===== src/mcst_pkg.sv =====
// mcst_pkg: shared types and constants of the midi beat-clock tracker
// used by mcst_div and midi_clock_sync_tracker; no dependencies

package mcst_pkg;

  typedef enum logic [1:0] {
    OP_TICK  = 2'd0,
    OP_RX    = 2'd1,
    OP_START = 2'd2,
    OP_STOP  = 2'd3
  } op_e;

  localparam logic [1:0] MODE_MASTER = 2'd1;
  localparam logic [1:0] MODE_SLAVE  = 2'd2;

  localparam logic REG_SYNC_MODE    = 1'b0;
  localparam logic REG_MASTER_TEMPO = 1'b1;

  localparam logic [7:0] RT_CLOCK    = 8'hF8;
  localparam logic [7:0] RT_START    = 8'hFA;
  localparam logic [7:0] RT_CONTINUE = 8'hFB;
  localparam logic [7:0] RT_STOP     = 8'hFC;

  localparam logic [15:0] TEMPO_MIN   = 16'd15360;
  localparam logic [15:0] TEMPO_MAX   = 16'd46080;
  localparam logic [15:0] TEMPO_RESET = 16'd30720;

  // microseconds per minute times 256 (q8.8 tempo)
  localparam int unsigned DVD_W = 34;
  localparam logic [DVD_W-1:0] DIVIDEND = 34'd15360000000;

endpackage


===== src/mcst_div.sv =====
// mcst_div: restoring divider, one quotient bit per cycle, fixed dividend
// depends on mcst_pkg for the dividend and its width

module mcst_div
  import mcst_pkg::*;
#(
  parameter int unsigned DEN_W = 39
) (
  input  logic             clk_i,
  input  logic             rst_ni,
  input  logic             start_i,
  input  logic [DEN_W-1:0] divisor_i,
  output logic             done_o,
  output logic [DVD_W-1:0] quot_o
);

  localparam int unsigned CNT_W = $clog2(DVD_W + 1);

  logic             busy_q;
  logic             done_q;
  logic [CNT_W-1:0] cnt_q;
  logic [DEN_W-1:0] den_q;
  logic [DEN_W-1:0] rem_q;
  logic [DVD_W-1:0] quo_q;
  logic [DEN_W:0]   shifted;
  logic             fits;

  assign shifted = {rem_q, quo_q[DVD_W-1]};
  assign fits    = shifted >= {1'b0, den_q};

  always_ff @(posedge clk_i or negedge rst_ni) begin
    if (!rst_ni) begin
      busy_q <= 1'b0;
      done_q <= 1'b0;
      cnt_q  <= '0;
      den_q  <= '0;
      rem_q  <= '0;
      quo_q  <= '0;
    end else begin
      done_q <= busy_q && (cnt_q == CNT_W'(1));
      if (start_i) begin
        busy_q <= 1'b1;
        cnt_q  <= CNT_W'(DVD_W);
        den_q  <= divisor_i;
        rem_q  <= '0;
        quo_q  <= DIVIDEND;
      end else if (busy_q) begin
        if (fits) begin
          rem_q <= DEN_W'(shifted - {1'b0, den_q});
        end else begin
          rem_q <= shifted[DEN_W-1:0];
        end
        quo_q <= {quo_q[DVD_W-2:0], fits};
        cnt_q <= cnt_q - CNT_W'(1);
        if (cnt_q == CNT_W'(1)) begin
          busy_q <= 1'b0;
        end
      end
    end
  end

  assign done_o = done_q;
  assign quot_o = quo_q;

  a_done_after_busy: assert property (@(posedge clk_i) disable iff (!rst_ni)
    done_q |-> $past(busy_q) && !busy_q)
    else $error("divider done without a finished run");

  a_rem_below_den: assert property (@(posedge clk_i) disable iff (!rst_ni)
    busy_q && den_q != '0 |-> rem_q < den_q)
    else $error("divider remainder not below divisor");

  a_cnt_bounded: assert property (@(posedge clk_i) disable iff (!rst_ni)
    busy_q |-> cnt_q != '0 && cnt_q <= CNT_W'(DVD_W))
    else $error("divider step count out of range");

endmodule


===== src/midi_clock_sync_tracker.sv =====
// midi_clock_sync_tracker: midi beat clock master/slave with tempo tracking
// depends on mcst_pkg and mcst_div (shared iterative divider)
//
//  channel  | signals                                       | handshake
//  ---------+-----------------------------------------------+-----------------
//  in       | operation_i, rx_byte_i                        | in_valid/in_ready
//  out      | tx_valid_o, tx_byte_o, is_running_o,          | out_valid/out_ready
//           | tempo_out_o, phase_step_o                     |
//  cfg      | cfg_index_i, cfg_data_i                       | cfg_we_i, no wait
//
// ticks, stops, non-master starts and most received bytes finish in the cycle they are taken
// a master start request or a timed slave clock byte runs the shared divider:
// DVD_W quotient steps, then a done strobe, after which the result is registered;
// no other request is taken from the start of a division until its result is shown
// in_ready is low while the divider runs and while an unread result blocks the output
// after reset the block is stopped, mode off, master tempo 120 bpm

module midi_clock_sync_tracker
  import mcst_pkg::*;
#(
  parameter int unsigned CLOCKS_PER_BEAT = 24
) (
  input  logic        clk_i,
  input  logic        rst_ni,
  input  logic        in_valid_i,
  output logic        in_ready_o,
  input  logic [1:0]  operation_i,
  input  logic [7:0]  rx_byte_i,
  output logic        out_valid_o,
  input  logic        out_ready_i,
  output logic        tx_valid_o,
  output logic [7:0]  tx_byte_o,
  output logic        is_running_o,
  output logic [15:0] tempo_out_o,
  output logic [4:0]  phase_step_o,
  input  logic        cfg_we_i,
  input  logic        cfg_index_i,
  input  logic [15:0] cfg_data_i
);

  localparam int unsigned DEN_W = 32 + $clog2(CLOCKS_PER_BEAT + 1);
  localparam int unsigned BI_W  = (CLOCKS_PER_BEAT > 1) ? $clog2(CLOCKS_PER_BEAT) : 1;

  typedef enum logic {
    ST_IDLE,
    ST_DIV
  } state_e;

  state_e            state_q;
  logic [1:0]        mode_q;
  logic [15:0]       mtempo_q;
  logic              running_q;
  logic [31:0]       elapsed_q;
  logic              seen_q;
  logic [BI_W-1:0]   beat_q;
  logic [15:0]       meas_q;
  logic [BI_W-1:0]   held_q;
  logic [15:0]       period_q;
  logic [15:0]       count_q;
  logic              div_master_q;

  logic              out_valid_q;
  logic              tx_valid_q;
  logic [7:0]        tx_byte_q;
  logic              is_running_q;
  logic [15:0]       tempo_q;
  logic [4:0]        phase_q;

  logic              in_acc;
  logic              running_d;
  logic [31:0]       elapsed_d;
  logic              seen_d;
  logic [BI_W-1:0]   beat_d;
  logic [BI_W-1:0]   held_d;
  logic [15:0]       count_d;
  logic [15:0]       count_dec;
  logic              tx_valid_d;
  logic [7:0]        tx_byte_d;
  logic              need_div;
  logic              div_master_d;
  logic [DEN_W-1:0]  den;
  logic [BI_W+4:0]   held_ext_d;
  logic [BI_W+4:0]   held_ext_q;

  logic              div_done;
  logic [DVD_W-1:0]  quot;
  logic [15:0]       quot_sat;
  logic [15:0]       quot_clamp;
  logic [15:0]       cfg_tempo;

  assign in_ready_o = (state_q == ST_IDLE) && (!out_valid_q || out_ready_i);
  assign in_acc     = in_valid_i && in_ready_o;

  always_comb begin
    running_d    = running_q;
    elapsed_d    = elapsed_q;
    seen_d       = seen_q;
    beat_d       = beat_q;
    held_d       = held_q;
    count_d      = count_q;
    count_dec    = (count_q != 16'd0) ? count_q - 16'd1 : 16'd0;
    tx_valid_d   = 1'b0;
    tx_byte_d    = 8'h00;
    need_div     = 1'b0;
    div_master_d = 1'b0;
    den          = DEN_W'(mtempo_q) * DEN_W'(CLOCKS_PER_BEAT);
    unique case (op_e'(operation_i))
      OP_TICK: begin
        if (elapsed_q != 32'hFFFF_FFFF) begin
          elapsed_d = elapsed_q + 32'd1;
        end
        if (mode_q == MODE_MASTER && running_q) begin
          if (count_dec == 16'd0) begin
            tx_valid_d = 1'b1;
            tx_byte_d  = RT_CLOCK;
            count_d    = period_q;
          end else begin
            count_d = count_dec;
          end
        end
      end
      OP_RX: begin
        if (mode_q == MODE_SLAVE) begin
          unique case (rx_byte_i)
            RT_START: begin
              running_d = 1'b1;
              beat_d    = '0;
              elapsed_d = '0;
              seen_d    = 1'b1;
            end
            RT_STOP: begin
              running_d = 1'b0;
            end
            RT_CONTINUE: begin
              running_d = 1'b1;
              elapsed_d = '0;
              seen_d    = 1'b1;
            end
            RT_CLOCK: begin
              if (running_q && seen_q) begin
                if (elapsed_q != 32'd0) begin
                  need_div = 1'b1;
                  den      = DEN_W'(elapsed_q) * DEN_W'(CLOCKS_PER_BEAT);
                end
                held_d = beat_q;
              end
              elapsed_d = '0;
              seen_d    = 1'b1;
              beat_d    = (beat_q == BI_W'(CLOCKS_PER_BEAT - 1)) ? '0 : beat_q + BI_W'(1);
            end
            default: begin
            end
          endcase
        end
      end
      OP_START: begin
        if (mode_q == MODE_MASTER) begin
          need_div     = 1'b1;
          div_master_d = 1'b1;
          running_d    = 1'b1;
        end
      end
      OP_STOP: begin
        if (mode_q == MODE_MASTER) begin
          tx_valid_d = 1'b1;
          tx_byte_d  = RT_STOP;
          running_d  = 1'b0;
        end
      end
      default: begin
      end
    endcase
  end

  assign held_ext_d = {5'b0, held_d};
  assign held_ext_q = {5'b0, held_q};

  assign quot_sat = (quot > DVD_W'(16'hFFFF)) ? 16'hFFFF : quot[15:0];
  always_comb begin
    if (quot < DVD_W'(TEMPO_MIN)) begin
      quot_clamp = TEMPO_MIN;
    end else if (quot > DVD_W'(TEMPO_MAX)) begin
      quot_clamp = TEMPO_MAX;
    end else begin
      quot_clamp = quot[15:0];
    end
  end

  always_comb begin
    if (cfg_data_i < TEMPO_MIN) begin
      cfg_tempo = TEMPO_MIN;
    end else if (cfg_data_i > TEMPO_MAX) begin
      cfg_tempo = TEMPO_MAX;
    end else begin
      cfg_tempo = cfg_data_i;
    end
  end

  mcst_div #(
    .DEN_W(DEN_W)
  ) u_div (
    .clk_i    (clk_i),
    .rst_ni   (rst_ni),
    .start_i  (in_acc && need_div),
    .divisor_i(den),
    .done_o   (div_done),
    .quot_o   (quot)
  );

  always_ff @(posedge clk_i or negedge rst_ni) begin
    if (!rst_ni) begin
      state_q      <= ST_IDLE;
      mode_q       <= 2'd0;
      mtempo_q     <= TEMPO_RESET;
      running_q    <= 1'b0;
      elapsed_q    <= '0;
      seen_q       <= 1'b0;
      beat_q       <= '0;
      meas_q       <= '0;
      held_q       <= '0;
      period_q     <= '0;
      count_q      <= '0;
      div_master_q <= 1'b0;
      out_valid_q  <= 1'b0;
      tx_valid_q   <= 1'b0;
      tx_byte_q    <= '0;
      is_running_q <= 1'b0;
      tempo_q      <= '0;
      phase_q      <= '0;
    end else begin
      if (cfg_we_i) begin
        if (cfg_index_i == REG_SYNC_MODE) begin
          mode_q <= cfg_data_i[1:0];
        end else begin
          mtempo_q <= cfg_tempo;
        end
      end
      unique case (state_q)
        ST_IDLE: begin
          if (in_acc) begin
            running_q    <= running_d;
            elapsed_q    <= elapsed_d;
            seen_q       <= seen_d;
            beat_q       <= beat_d;
            held_q       <= held_d;
            count_q      <= count_d;
            div_master_q <= div_master_d;
            if (need_div) begin
              state_q     <= ST_DIV;
              out_valid_q <= 1'b0;
            end else begin
              out_valid_q  <= 1'b1;
              tx_valid_q   <= tx_valid_d;
              tx_byte_q    <= tx_byte_d;
              is_running_q <= running_d;
              tempo_q      <= (mode_q == MODE_SLAVE) ? meas_q : mtempo_q;
              phase_q      <= held_ext_d[4:0];
            end
          end else if (out_valid_q && out_ready_i) begin
            out_valid_q <= 1'b0;
          end
        end
        ST_DIV: begin
          if (div_done) begin
            state_q      <= ST_IDLE;
            out_valid_q  <= 1'b1;
            is_running_q <= running_q;
            phase_q      <= held_ext_q[4:0];
            if (div_master_q) begin
              period_q   <= quot_sat;
              count_q    <= quot_sat;
              tx_valid_q <= 1'b1;
              tx_byte_q  <= RT_START;
              tempo_q    <= mtempo_q;
            end else begin
              meas_q     <= quot_clamp;
              tx_valid_q <= 1'b0;
              tx_byte_q  <= 8'h00;
              tempo_q    <= quot_clamp;
            end
          end
        end
        default: begin
          state_q <= ST_IDLE;
        end
      endcase
    end
  end

  assign out_valid_o  = out_valid_q;
  assign tx_valid_o   = tx_valid_q;
  assign tx_byte_o    = tx_byte_q;
  assign is_running_o = is_running_q;
  assign tempo_out_o  = tempo_q;
  assign phase_step_o = phase_q;

  a_done_in_div: assert property (@(posedge clk_i) disable iff (!rst_ni)
    div_done |-> state_q == ST_DIV)
    else $error("divider result outside a division");

  a_tx_byte_quiet: assert property (@(posedge clk_i) disable iff (!rst_ni)
    out_valid_q && !tx_valid_q |-> tx_byte_q == 8'h00)
    else $error("byte shown without a send");

  a_master_tempo_range: assert property (@(posedge clk_i) disable iff (!rst_ni)
    mtempo_q >= TEMPO_MIN && mtempo_q <= TEMPO_MAX)
    else $error("master tempo out of range");

  a_meas_range: assert property (@(posedge clk_i) disable iff (!rst_ni)
    meas_q == 16'd0 || (meas_q >= TEMPO_MIN && meas_q <= TEMPO_MAX))
    else $error("measured tempo out of range");

  a_count_le_period: assert property (@(posedge clk_i) disable iff (!rst_ni)
    count_q <= period_q)
    else $error("countdown above period");

endmodule


===== config.mk =====
export PLATFORM = sky130hd
export DESIGN_NAME = midi_clock_sync_tracker
export DESIGN_NICKNAME = d
export VERILOG_FILES = /design/src/mcst_pkg.sv /design/src/mcst_div.sv /design/src/midi_clock_sync_tracker.sv
export SDC_FILE = /design/constraint.sdc
export NUM_CORES = 1
export LEC_CHECK = 0
export BUFFER_PORTS_ARGS = -buffer_cell sky130_fd_sc_hd__buf_2
export CAP_MARGIN = 20
export CORE_ASPECT_RATIO = 1.2
export CORE_MARGIN = 5
export CORE_UTILIZATION = 30
export DETAILED_ROUTE_END_ITERATION = 8
export SLEW_MARGIN = 20
export SYNTH_ARGS = -nofsm -noshare
export SYNTH_HDL_FRONTEND = slang
export SYNTH_SLANG_ARGS = --single-unit

===== constraint.sdc =====
create_clock -name clk_i -period 3.92 [get_ports clk_i]
set_input_delay 0.392 -clock clk_i [delete_from_list [all_inputs] [get_ports clk_i]]
set_output_delay 0.392 -clock clk_i [all_outputs]
set_load 0.005 [all_outputs]

==> qor.txt, run 1 <==
Critical-path maximum fanout -> 16
Avg Vias per Cell -> 5.18
Area of the die -> 58600 sq um
Power density of the placed cells -> 327 nW/um^2
Launch point of the worst path -> count_q[0]
Count of final setup violators -> 0
Crit-path leading delay family -> simple AND/OR/NAND/NOR gates
Total of max-cap violations -> 0
Slew margin rel. -> 28.7%
Vias post-DR -> 13500
Element type at the critical path start -> register
Share of post-route cells with drive strength above 1 -> 9.94%
Register area share after synthesis -> 38.9%
Syn. warnings -> 0
Number of cell rows -> 93
Clk_lat worst skew -> 590 ps
Post-CTS Resized -> 0
Post-route DRC violation count -> 0
Number of fill cells -> 5571
Total number of clock tree sinks -> 251
CTS root buf -> sky130_fd_sc_hd__clkbuf_16
Post-Synthesis Cells -> 1831
Most common cell after layout, fill and taps aside -> sky130_fd_sc_hd__dfrtp_1
Outcome -> finished clean
Max incr delay on CP -> 610 ps
Number of antenna violations at the first check in global routing -> 0
Largest net degree at the start of global routing -> 94
Nets -> 2011
Launching point of the worst reg2reg path -> count_q[0]
Global routing usage summed across all routing layers -> 14.2%
Final design area excluding fillers -> 18300 sq um
Count of TritonRoute iterations in the first routing pass -> 5
Power after layout -> 5990 uW
Violation count after the first detailed-routing iteration -> 861
Hold WC Path Type -> primary input to register
Skew final -> 25.7 ps
Post-Place Cell Area -> 17300 sq um
Die extent in y -> 264 um
Cells traversed along the worst timing path -> or4_1 -> or2_2 -> xnor2_1 -> or4_1 -> or4_4 -> a21oi_4 -> a31oi_1 -> o41ai_2
GRT Residual Overflow -> 0
Worst supply voltage drop on vdd -> 0.000362 V
Ant diodes -> 0
Count of flip-flops with a built-in enable after synthesis -> 0
Setup TNS -> 0 ps
Class of the most critical setup path -> register to register
Number of buffers created by CTS -> 28
Die X-Extent -> 222 um
Final max-slew violation count -> 0
Fraction of synthesis flops using an asynchronous set or reset pin -> 100%
Weighted congestion at the end of routability-driven global placement -> 0.900
Post-synthesis to final-layout area growth -> 13.5%
Buffering stage count on the worst path with inverters included -> 0
Wire length of the first global-routing pass -> 70600 um
Critical path required time -> 4400 ps
Leading cell types in the layout, fill and taps excluded -> 246 x sky130_fd_sc_hd__dfrtp_1, 192 x sky130_fd_sc_hd__nor2_1, 170 x sky130_fd_sc_hd__nand2_1
Type of element capturing the critical path -> register
Post-Place Cells -> 2550
Ports placed on the boundary -> 65
Effective utilization at floorplan -> 30.2%
Via count of the first global-routing pass -> 13400
Syn_nets -> 1973
Finished Layout Cells -> 2603
DR WL/cell -> 16.5 um
Quantity of I/O buffers inserted on ports -> 63
Number of distinct standard cells referenced by the synthesized netlist -> 75
Hold path startpoint -> cfg_data_i[2]
Cell mode on critical path -> sky130_fd_sc_hd__or4_1
Mean cell area of the mapped netlist -> 8.82 sq um
Core region area -> 53500 sq um
Minimum clock period -> 3600 ps
Final HPWL from detailed placement -> 32000 um
Register clock-pin slew on the reported worst setup and hold paths -> 60 ps
H-tree levels -> 1
Clock Tree Buf Depth -> 3
Fmax -> 278 MHz
CTS tree -> built
Number of nets with antenna violations after detailed routing -> 0
Slowest stage cell, crit path -> sky130_fd_sc_hd__or4_1
Pin slew with the least headroom to its limit -> 1070 ps
Flops & latches, synth -> 251
Arrival time of data at the critical path endpoint -> 4080 ps
Synthesized area -> 16100 sq um
Number of failing hold endpoints at the final stage -> 0
Leakage power summed over all cells -> 0.00861 uW
Main flop type after synthesis -> sky130_fd_sc_hd__dfrtp_1
Total routed wirelength -> 43000 um
Unrepaired setup endpoints after global routing -> no
Period Utilization, post-route -> 91.9%
## metal layers
layer,GRT usage (%),up-vias,part of all wire [%]
met1,17.9,6569,43
met2,25.6,234,51
met3,1.52,63,3.8
li1,-,6630,-
met5,0,-,0
met4,4.17,0,2.6
## Yosys cell counts (all sizes together), types with 14 or more instances
cell type  instances  share of area (%)
a211oi            20               0.93
a21o              38                1.8
a21oi            150                4.7
a31oi             27                1.0
and3              17               0.66
buf               15               0.58
clkbuf            71                1.7
dfrtp            247                 38
ha               107                8.3
inv              101                2.3
mux2i             67                4.2
nand2            170                4.0
nand2b            16               0.62
nand3             43                1.3
nand4             21               0.81
nor2             193                4.5
nor2b             19               0.74
nor3              35                1.1
nor4              18               0.70
o211ai            14               0.65
o21ai            130                4.0
o22ai             17               0.66
xnor2             68                3.7
xor2              36                2.0
## worst reg2reg max path, delay by kind of cell (launching register included)
kind            cells  cell delay, ps
compound gates      3            1010
flops               1             420
xor+xnor            1             160
simple gates        4            1900
## per-stage QoR
stage | worst slack [ps] | utilization [%] | hold slack [ps]
3_5_place_dp | 357 | 32.3 | 450
3_3_place_gp | 419 | 32.3 | 445
4_1_cts | 333 | 34.2 | 25.1
5_1_grt | 105 | 34.2 | 31.1
2_1_floorplan | 751 | - | 96.4
6_report | 317 | 34.2 | 50.3
## state kept, by name, indices dropped and copies added, names as in the netlist, 5 cells and up
signal        cells
u_div.rem_q      37
u_div.den_q      34
u_div.quot_o     34
elapsed_q        32
count_q          16
meas_q           16
mtempo_q         16
period_q         16
tempo_out_o      16
u_div.cnt_q       6
beat_q            5
held_q            5
phase_step_o      5
## worst paths after layout
check                      slack, ps                to  cells past startpoint
max                              320      tx_byte_o[6]                      8
min                               50       mtempo_q[2]                      2
max reg2reg                      320      tx_byte_o[6]                      8
min reg2reg                      490         meas_q[5]                      2
max in group asynchronous       2500  u_div.quot_o[28]                      3
min in group asynchronous        410   u_div.den_q[30]                      2
## timing repair
action,CTS,global route
endpoints found under the hold margin,88,0
setup buffers,0,0
endpoints found under the setup margin,0,0
hold buffers,1,0
## cells by family (layout without fill, tap and decap cells)
kind of cell	count (synthesis)	in the layout	share of synthesized area, %
buf+inv	187	247	4.59
flops	251	251	38.9
mux	80	80	5.06
other cells	1	1	0.0232
simple gates	587	587	17.0
fa+ha+maj	110	110	8.66
compound gates	511	511	20.1
xor+xnor	104	104	5.64
## power by group
part           internal, uW  switching [uW]
Sequential             2630            53.2
Clock                  1710            1190
Combinational           159             245
## final cells by class
| class | count | area (sq um) | area share [%] |
|---|---|---|---|
| clock buffers | 32 | 746 | 4.07 |
| clock inverters | 20 | 275 | 1.50 |
| inverters | 101 | 379 | 2.07 |
| multi-input cells | 1393 | 9160 | 50.0 |
| flip-flops and latches | 251 | 6290 | 34.3 |
| well taps | 712 | 891 | 4.86 |
| repair buffers | 94 | 586 | 3.20 |
No activity file was read; power rests on OpenSTA's default activity.
==> run 2: changes to the inputs <==
CTS_BUF_LIST = sky130_fd_sc_hd__clkbuf_16   (was default)
==> run 2 against run 1 <==
  * Via count about the same
  * Clock-buffer cell count decreased by 4
  * Sequential cell count unchanged
  * Worst hold slack improved by 0.67 ps
  * Register-to-register slack about the same
  * Cell count unchanged
  * Combinational power about the same
  * Sequential power about the same
  * Clock power decreased by 2%
  * Core utilization decreased by 0.056 points
  * Cell area decreased by 0.16%
  * Power decreased by 1.0%
  * Largest cell class unchanged
==> qor.txt, run 2 (synthesized netlist as in run 1, its figures left out) <==
Max incr delay on CP -> 610 ps
Slew margin rel. -> 31.1%
Pin slew with the least headroom to its limit -> 1030 ps
Clock Tree Buf Depth -> 3
Weighted congestion at the end of routability-driven global placement -> 0.900
Worst supply voltage drop on vdd -> 0.000348 V
Global routing usage summed across all routing layers -> 14.2%
Post-Place Cell Area -> 17300 sq um
Total number of clock tree sinks -> 251
Cell mode on critical path -> sky130_fd_sc_hd__or4_1
Type of element capturing the critical path -> register
Register clock-pin slew on the reported worst setup and hold paths -> 60 ps
Setup TNS -> 0 ps
Post-synthesis to final-layout area growth -> 13.3%
Number of nets with antenna violations after detailed routing -> 0
Power density of the placed cells -> 324 nW/um^2
Final design area excluding fillers -> 18300 sq um
Final critical-path setup slack -> 318 ps
Arrival time of data at the critical path endpoint -> 4090 ps
Effective utilization at floorplan -> 30.2%
Cells traversed along the worst timing path -> or4_1 -> or2_2 -> xnor2_1 -> or4_1 -> or4_4 -> a21oi_4 -> a31oi_1 -> o41ai_2
Nets -> 2011
Class of the most critical setup path -> register to register
Largest net degree at the start of global routing -> 94
Register with the most flip-flops -> u_div.rem_q
Share of post-route cells with drive strength above 1 -> 9.78%
Fmax -> 278 MHz
Vias post-DR -> 13500
Period Utilization, post-route -> 91.9%
Total of max-cap violations -> 0
Total routed wirelength -> 43100 um
Final max-slew violation count -> 0
GRT Residual Overflow -> 0
Ant diodes -> 0
DR WL/cell -> 16.5 um
Number of antenna violations at the first check in global routing -> 0
Number of failing hold endpoints at the final stage -> 0
Area of the die -> 58600 sq um
Skew final -> 23.2 ps
Wire length of the first global-routing pass -> 70700 um
Minimum clock period -> 3600 ps
Critical path required time -> 4400 ps
Leading cell types in the layout, fill and taps excluded -> 246 x sky130_fd_sc_hd__dfrtp_1, 192 x sky130_fd_sc_hd__nor2_1, 170 x sky130_fd_sc_hd__nand2_1
Clk_lat worst skew -> 590 ps
Post-CTS Resized -> 0
Die extent in y -> 264 um
Final HPWL from detailed placement -> 32000 um
Leakage power summed over all cells -> 0.00859 uW
Post-route DRC violation count -> 0
Slowest stage cell, crit path -> sky130_fd_sc_hd__or4_1
Critical-path maximum fanout -> 16
Avg Vias per Cell -> 5.18
Via count of the first global-routing pass -> 13400
CTS root buf -> sky130_fd_sc_hd__clkbuf_16
Hold Path Stages -> 2
CTS tree -> built
Count of TritonRoute iterations in the first routing pass -> 8
Die X-Extent -> 222 um
Unrepaired setup endpoints after global routing -> no
Hold WC Path Type -> primary input to register
Number of buffers created by CTS -> 28
Number of cell rows -> 93
Ports placed on the boundary -> 65
Worst slack after detailed placement -> 357 ps
H-tree levels -> 1
Outcome -> finished clean
Depth of the worst register-to-register path -> 8
Count of final setup violators -> 0
Core region area -> 53500 sq um
Max FFs per register -> 37
Violation count after the first detailed-routing iteration -> 799
Element type at the critical path start -> register
Quantity of I/O buffers inserted on ports -> 63
Most common cell after layout, fill and taps aside -> sky130_fd_sc_hd__dfrtp_1
run 2: changes by cell type in the layout (fill, tap and decap cells not counted), sizes merged:
cell    previous run  this run
clkbuf            32        28
clkinv            11        14
inv              101       102
run 2: final timing paths:
check	start	endpoint	slack (ps)
setup / recovery	count_q[0]	tx_byte_o[6]	320
min in group asynchronous	rst_ni	u_div.rem_q[26]	410
max in group asynchronous	rst_ni	u_div.quot_o[28]	2510
setup reg to reg	count_q[0]	tx_byte_o[6]	320
hold / removal	cfg_data_i[2]	mtempo_q[2]	50
hold reg to reg	meas_q[8]	meas_q[8]	490
run 2: report_power, final:
group          internal [uW]  leakage [uW]  switching (uW)  total [uW]
clock                   1650      0.000478            1190        2840
combinational            159       0.00512             245         404
sequential              2630       0.00300            52.1        2680
total                   4440       0.00859            1490        5930
run 2: per-layer routing:
metal	GRT usage [%]	routed length (um)	vias up	share of wire [%]
met5	0	0	-	0
met4	4.38	1140	0	2.6
met3	1.41	1540	62	3.6
met2	25.7	21800	224	51
met1	17.8	18500	6571	43
li1	-	-	6638	-
run 2: final cells by class:
class                           instances  area (sq um)
Clock buffer                           28           701
Timing Repair Buffer                   94           586
Clock inverter                         24           290
Inverter                              101           379
Fill cell                            5575         35200
Tap cell                              712           891
Sequential cell                       251          6290
Multi-Input combinational cell       1393          9160
run 2: what timing repair did:
action,CTS,global route
buffers inserted,0,0
hold buffers,1,0
endpoints found under the hold margin,88,0
run 2: stage by stage:
stage | power, uW | cells | util, % | hold WS [ps]
finish | 5930 | 2603 | 34.2 | 51.0
global route | 6130 | 2603 | 34.2 | 39.3
CTS | 5990 | 2603 | 34.2 | 24.1
detailed placement | 3140 | 2550 | 32.3 | 450
global placement | 3130 | 2550 | 32.3 | 445
floorplan | 2940 | 1831 | - | 96.4
run 2: critical path, delay by kind of cell (launching register included):
family           cells  cell delay (ps)
AO/OA/AOI/OAI        3              990
XOR/XNOR             1              170
flip-flops           1              420
AND/OR/NAND/NOR      4             1900
==> run 3: changes to the inputs <==
RECOVER_POWER = 100   (was default)
==> run 3 against run 2 <==
  * Critical path depth grew 3
  * Critical path type unchanged
  * Sequential power barely moved
  * Core utilization decreased by 0.20 points
  * Routed wire length up 0.21%
  * Global-route usage stayed put
  * Via count is essentially flat
  * Critical endpoint is now u_div.rem_q[35]
  * Largest power group unchanged
  * Non-clock buffer count stayed put
  * Power shrank 0.14%
  * The flow now finishes with violations (max-capacitance violations, max-slew violations)
==> qor.txt, run 3 (synthesized netlist as in run 1, its figures left out) <==
Element type at the critical path start -> register
Global routing usage summed across all routing layers -> 14.2%
Fmax -> 276 MHz
DR WL/cell -> 16.6 um
Period Utilization, post-route -> 92.3%
Switching fraction of total power -> 25.1%
Internal Dissipation -> 4430 uW
Final max-slew violation count -> 178
Final cell utilization of the core -> 34.0%
Number of nets with antenna violations after detailed routing -> 0
CTS root buf -> sky130_fd_sc_hd__clkbuf_16
Wire length of the first global-routing pass -> 70700 um
Weighted congestion at the end of routability-driven global placement -> 0.900
Count of TritonRoute iterations in the first routing pass -> 5
Quantity of I/O buffers inserted on ports -> 63
Arrival time of data at the critical path endpoint -> 4100 ps
Pin slew with the least headroom to its limit -> 2560 ps
Clk pwr share -> 48.0%
Max FFs per register -> 37
Count of final setup violators -> 0
Post-Place Cell Area -> 17300 sq um
Skew final -> 21.7 ps
Violation count after the first detailed-routing iteration -> 806
Number of failing hold endpoints at the final stage -> 0
CTS tree -> built
Number of antenna violations at the first check in global routing -> 0
Die extent in y -> 264 um
GRT Residual Overflow -> 0
Post-route DRC violation count -> 0
Clock Tree Buf Depth -> 3
Switch Pwr -> 1490 uW
Register clock-pin slew on the reported worst setup and hold paths -> 60 ps
Total of max-cap violations -> 2
Die X-Extent -> 222 um
Core region area -> 53500 sq um
Critical-path maximum fanout -> 6
Total routed wirelength -> 43200 um
Effective utilization at floorplan -> 30.2%
Area of the die -> 58600 sq um
Share of post-route cells with drive strength above 1 -> 8.09%
Number of buffers added for setup after CTS -> 0
Minimum clock period -> 3620 ps
Most common cell after layout, fill and taps aside -> sky130_fd_sc_hd__dfrtp_1
Avg Vias per Cell -> 5.18
Ports placed on the boundary -> 65
Register with the most flip-flops -> u_div.rem_q
Ant diodes -> 0
Count of hold buffers inserted by post-cts repair -> 1
Number of fill cells -> 5605
Hold WC Path Type -> primary input to register
Via count of the first global-routing pass -> 13400
Outcome -> finished with violations
Final HPWL from detailed placement -> 32000 um
Setup TNS -> 0 ps
Unrepaired setup endpoints after global routing -> no
Combinational fraction of design power -> 6.8%
Leakage power summed over all cells -> 0.00848 uW
Critical path required time -> 4400 ps
Class of the most critical setup path -> register to register
Number of buffers created by CTS -> 28
Slew margin rel. -> -70.6%
Sequential share of power -> 45.3%
Nets -> 2011
Post-synthesis to final-layout area growth -> 12.6%
Violations in the final reports -> max-capacitance violations, max-slew violations
Final design area excluding fillers -> 18200 sq um
Total number of clock tree sinks -> 251
Power density of the placed cells -> 325 nW/um^2
Type of element capturing the critical path -> register
Number of cell rows -> 93
H-tree levels -> 1
Clk_lat worst skew -> 590 ps
Leading cell types in the layout, fill and taps excluded -> 247 x sky130_fd_sc_hd__dfrtp_1, 192 x sky130_fd_sc_hd__nor2_1, 170 x sky130_fd_sc_hd__nand2_1
Largest net degree at the start of global routing -> 94
Post-CTS Resized -> 0
Worst supply voltage drop on vdd -> 0.000346 V
Vias post-DR -> 13500
run 3: cell count changes in the layout (fill, tap and decap cells not counted), sizes merged:
cell,previous run,this run
buf,93,57
clkbuf,28,64
run 3: critical path: stages, from the launching register on:
cell	delay [ps]
sky130_fd_sc_hd__dfrtp_1	370
sky130_fd_sc_hd__inv_1	120
sky130_fd_sc_hd__ha_1	300
sky130_fd_sc_hd__a21oi_1	220
sky130_fd_sc_hd__nor2b_1	70
sky130_fd_sc_hd__o31a_1	290
sky130_fd_sc_hd__a31oi_1	240
sky130_fd_sc_hd__a211oi_1	170
sky130_fd_sc_hd__o21ai_0	700
sky130_fd_sc_hd__mux2_2	400
sky130_fd_sc_hd__or4_1	530
sky130_fd_sc_hd__o211ai_1	110
run 3: per-stage QoR:
step / instances / hold slack [ps] / worst slack, ps / total power [uW]
floorplan: 1831 / 96.4 / 751 / 2940
global placement: 2550 / 445 / 419 / 3130
detailed placement: 2550 / 450 / 357 / 3140
CTS: 2603 / 24.1 / 332 / 5990
global route: 2603 / 39.3 / 58.4 / 6130
finish: 2603 / 52.2 / 302 / 5920
run 3: path summary, 6_finish.rpt:
kind                                 startpoint                to  slack (ps)  cells after the start
worst max-delay path            u_div.den_q[11]   u_div.rem_q[35]         300                     11
worst min-delay path              cfg_data_i[2]       mtempo_q[2]          50                      2
worst max register to register  u_div.den_q[11]   u_div.rem_q[35]         300                     11
worst min register to register        meas_q[5]         meas_q[5]         490                      2
max in group asynchronous                rst_ni  u_div.quot_o[28]         860                      3
min in group asynchronous                rst_ni   u_div.den_q[30]        1060                      2
run 3: power by group through the flow:
stage	registers, uW	clock network [uW]	logic, uW
floorplan	2700	0	240
global route	2680	2990	452
global placement	2730	0	404
CTS	2680	2890	412
detailed placement	2730	0	408
finish	2680	2840	400
run 3: metal layers:
layer	up-vias	GRT usage, %	share of wire (%)
met3	60	1.41	3.0
li1	6629	-	-
met5	-	0	0
met4	0	4.38	2.6
met1	6578	17.8	44
met2	218	25.7	51
run 3: final cells by class:
cell class	instances	area [sq um]	area share [%]
multi-input combinational	1393	9140	50.3
sequential	251	6290	34.6
tap	712	891	4.90
clock buffer	28	701	3.85
timing repair buffer	94	500	2.75
inverter	101	379	2.08
clock inverter	24	290	1.60
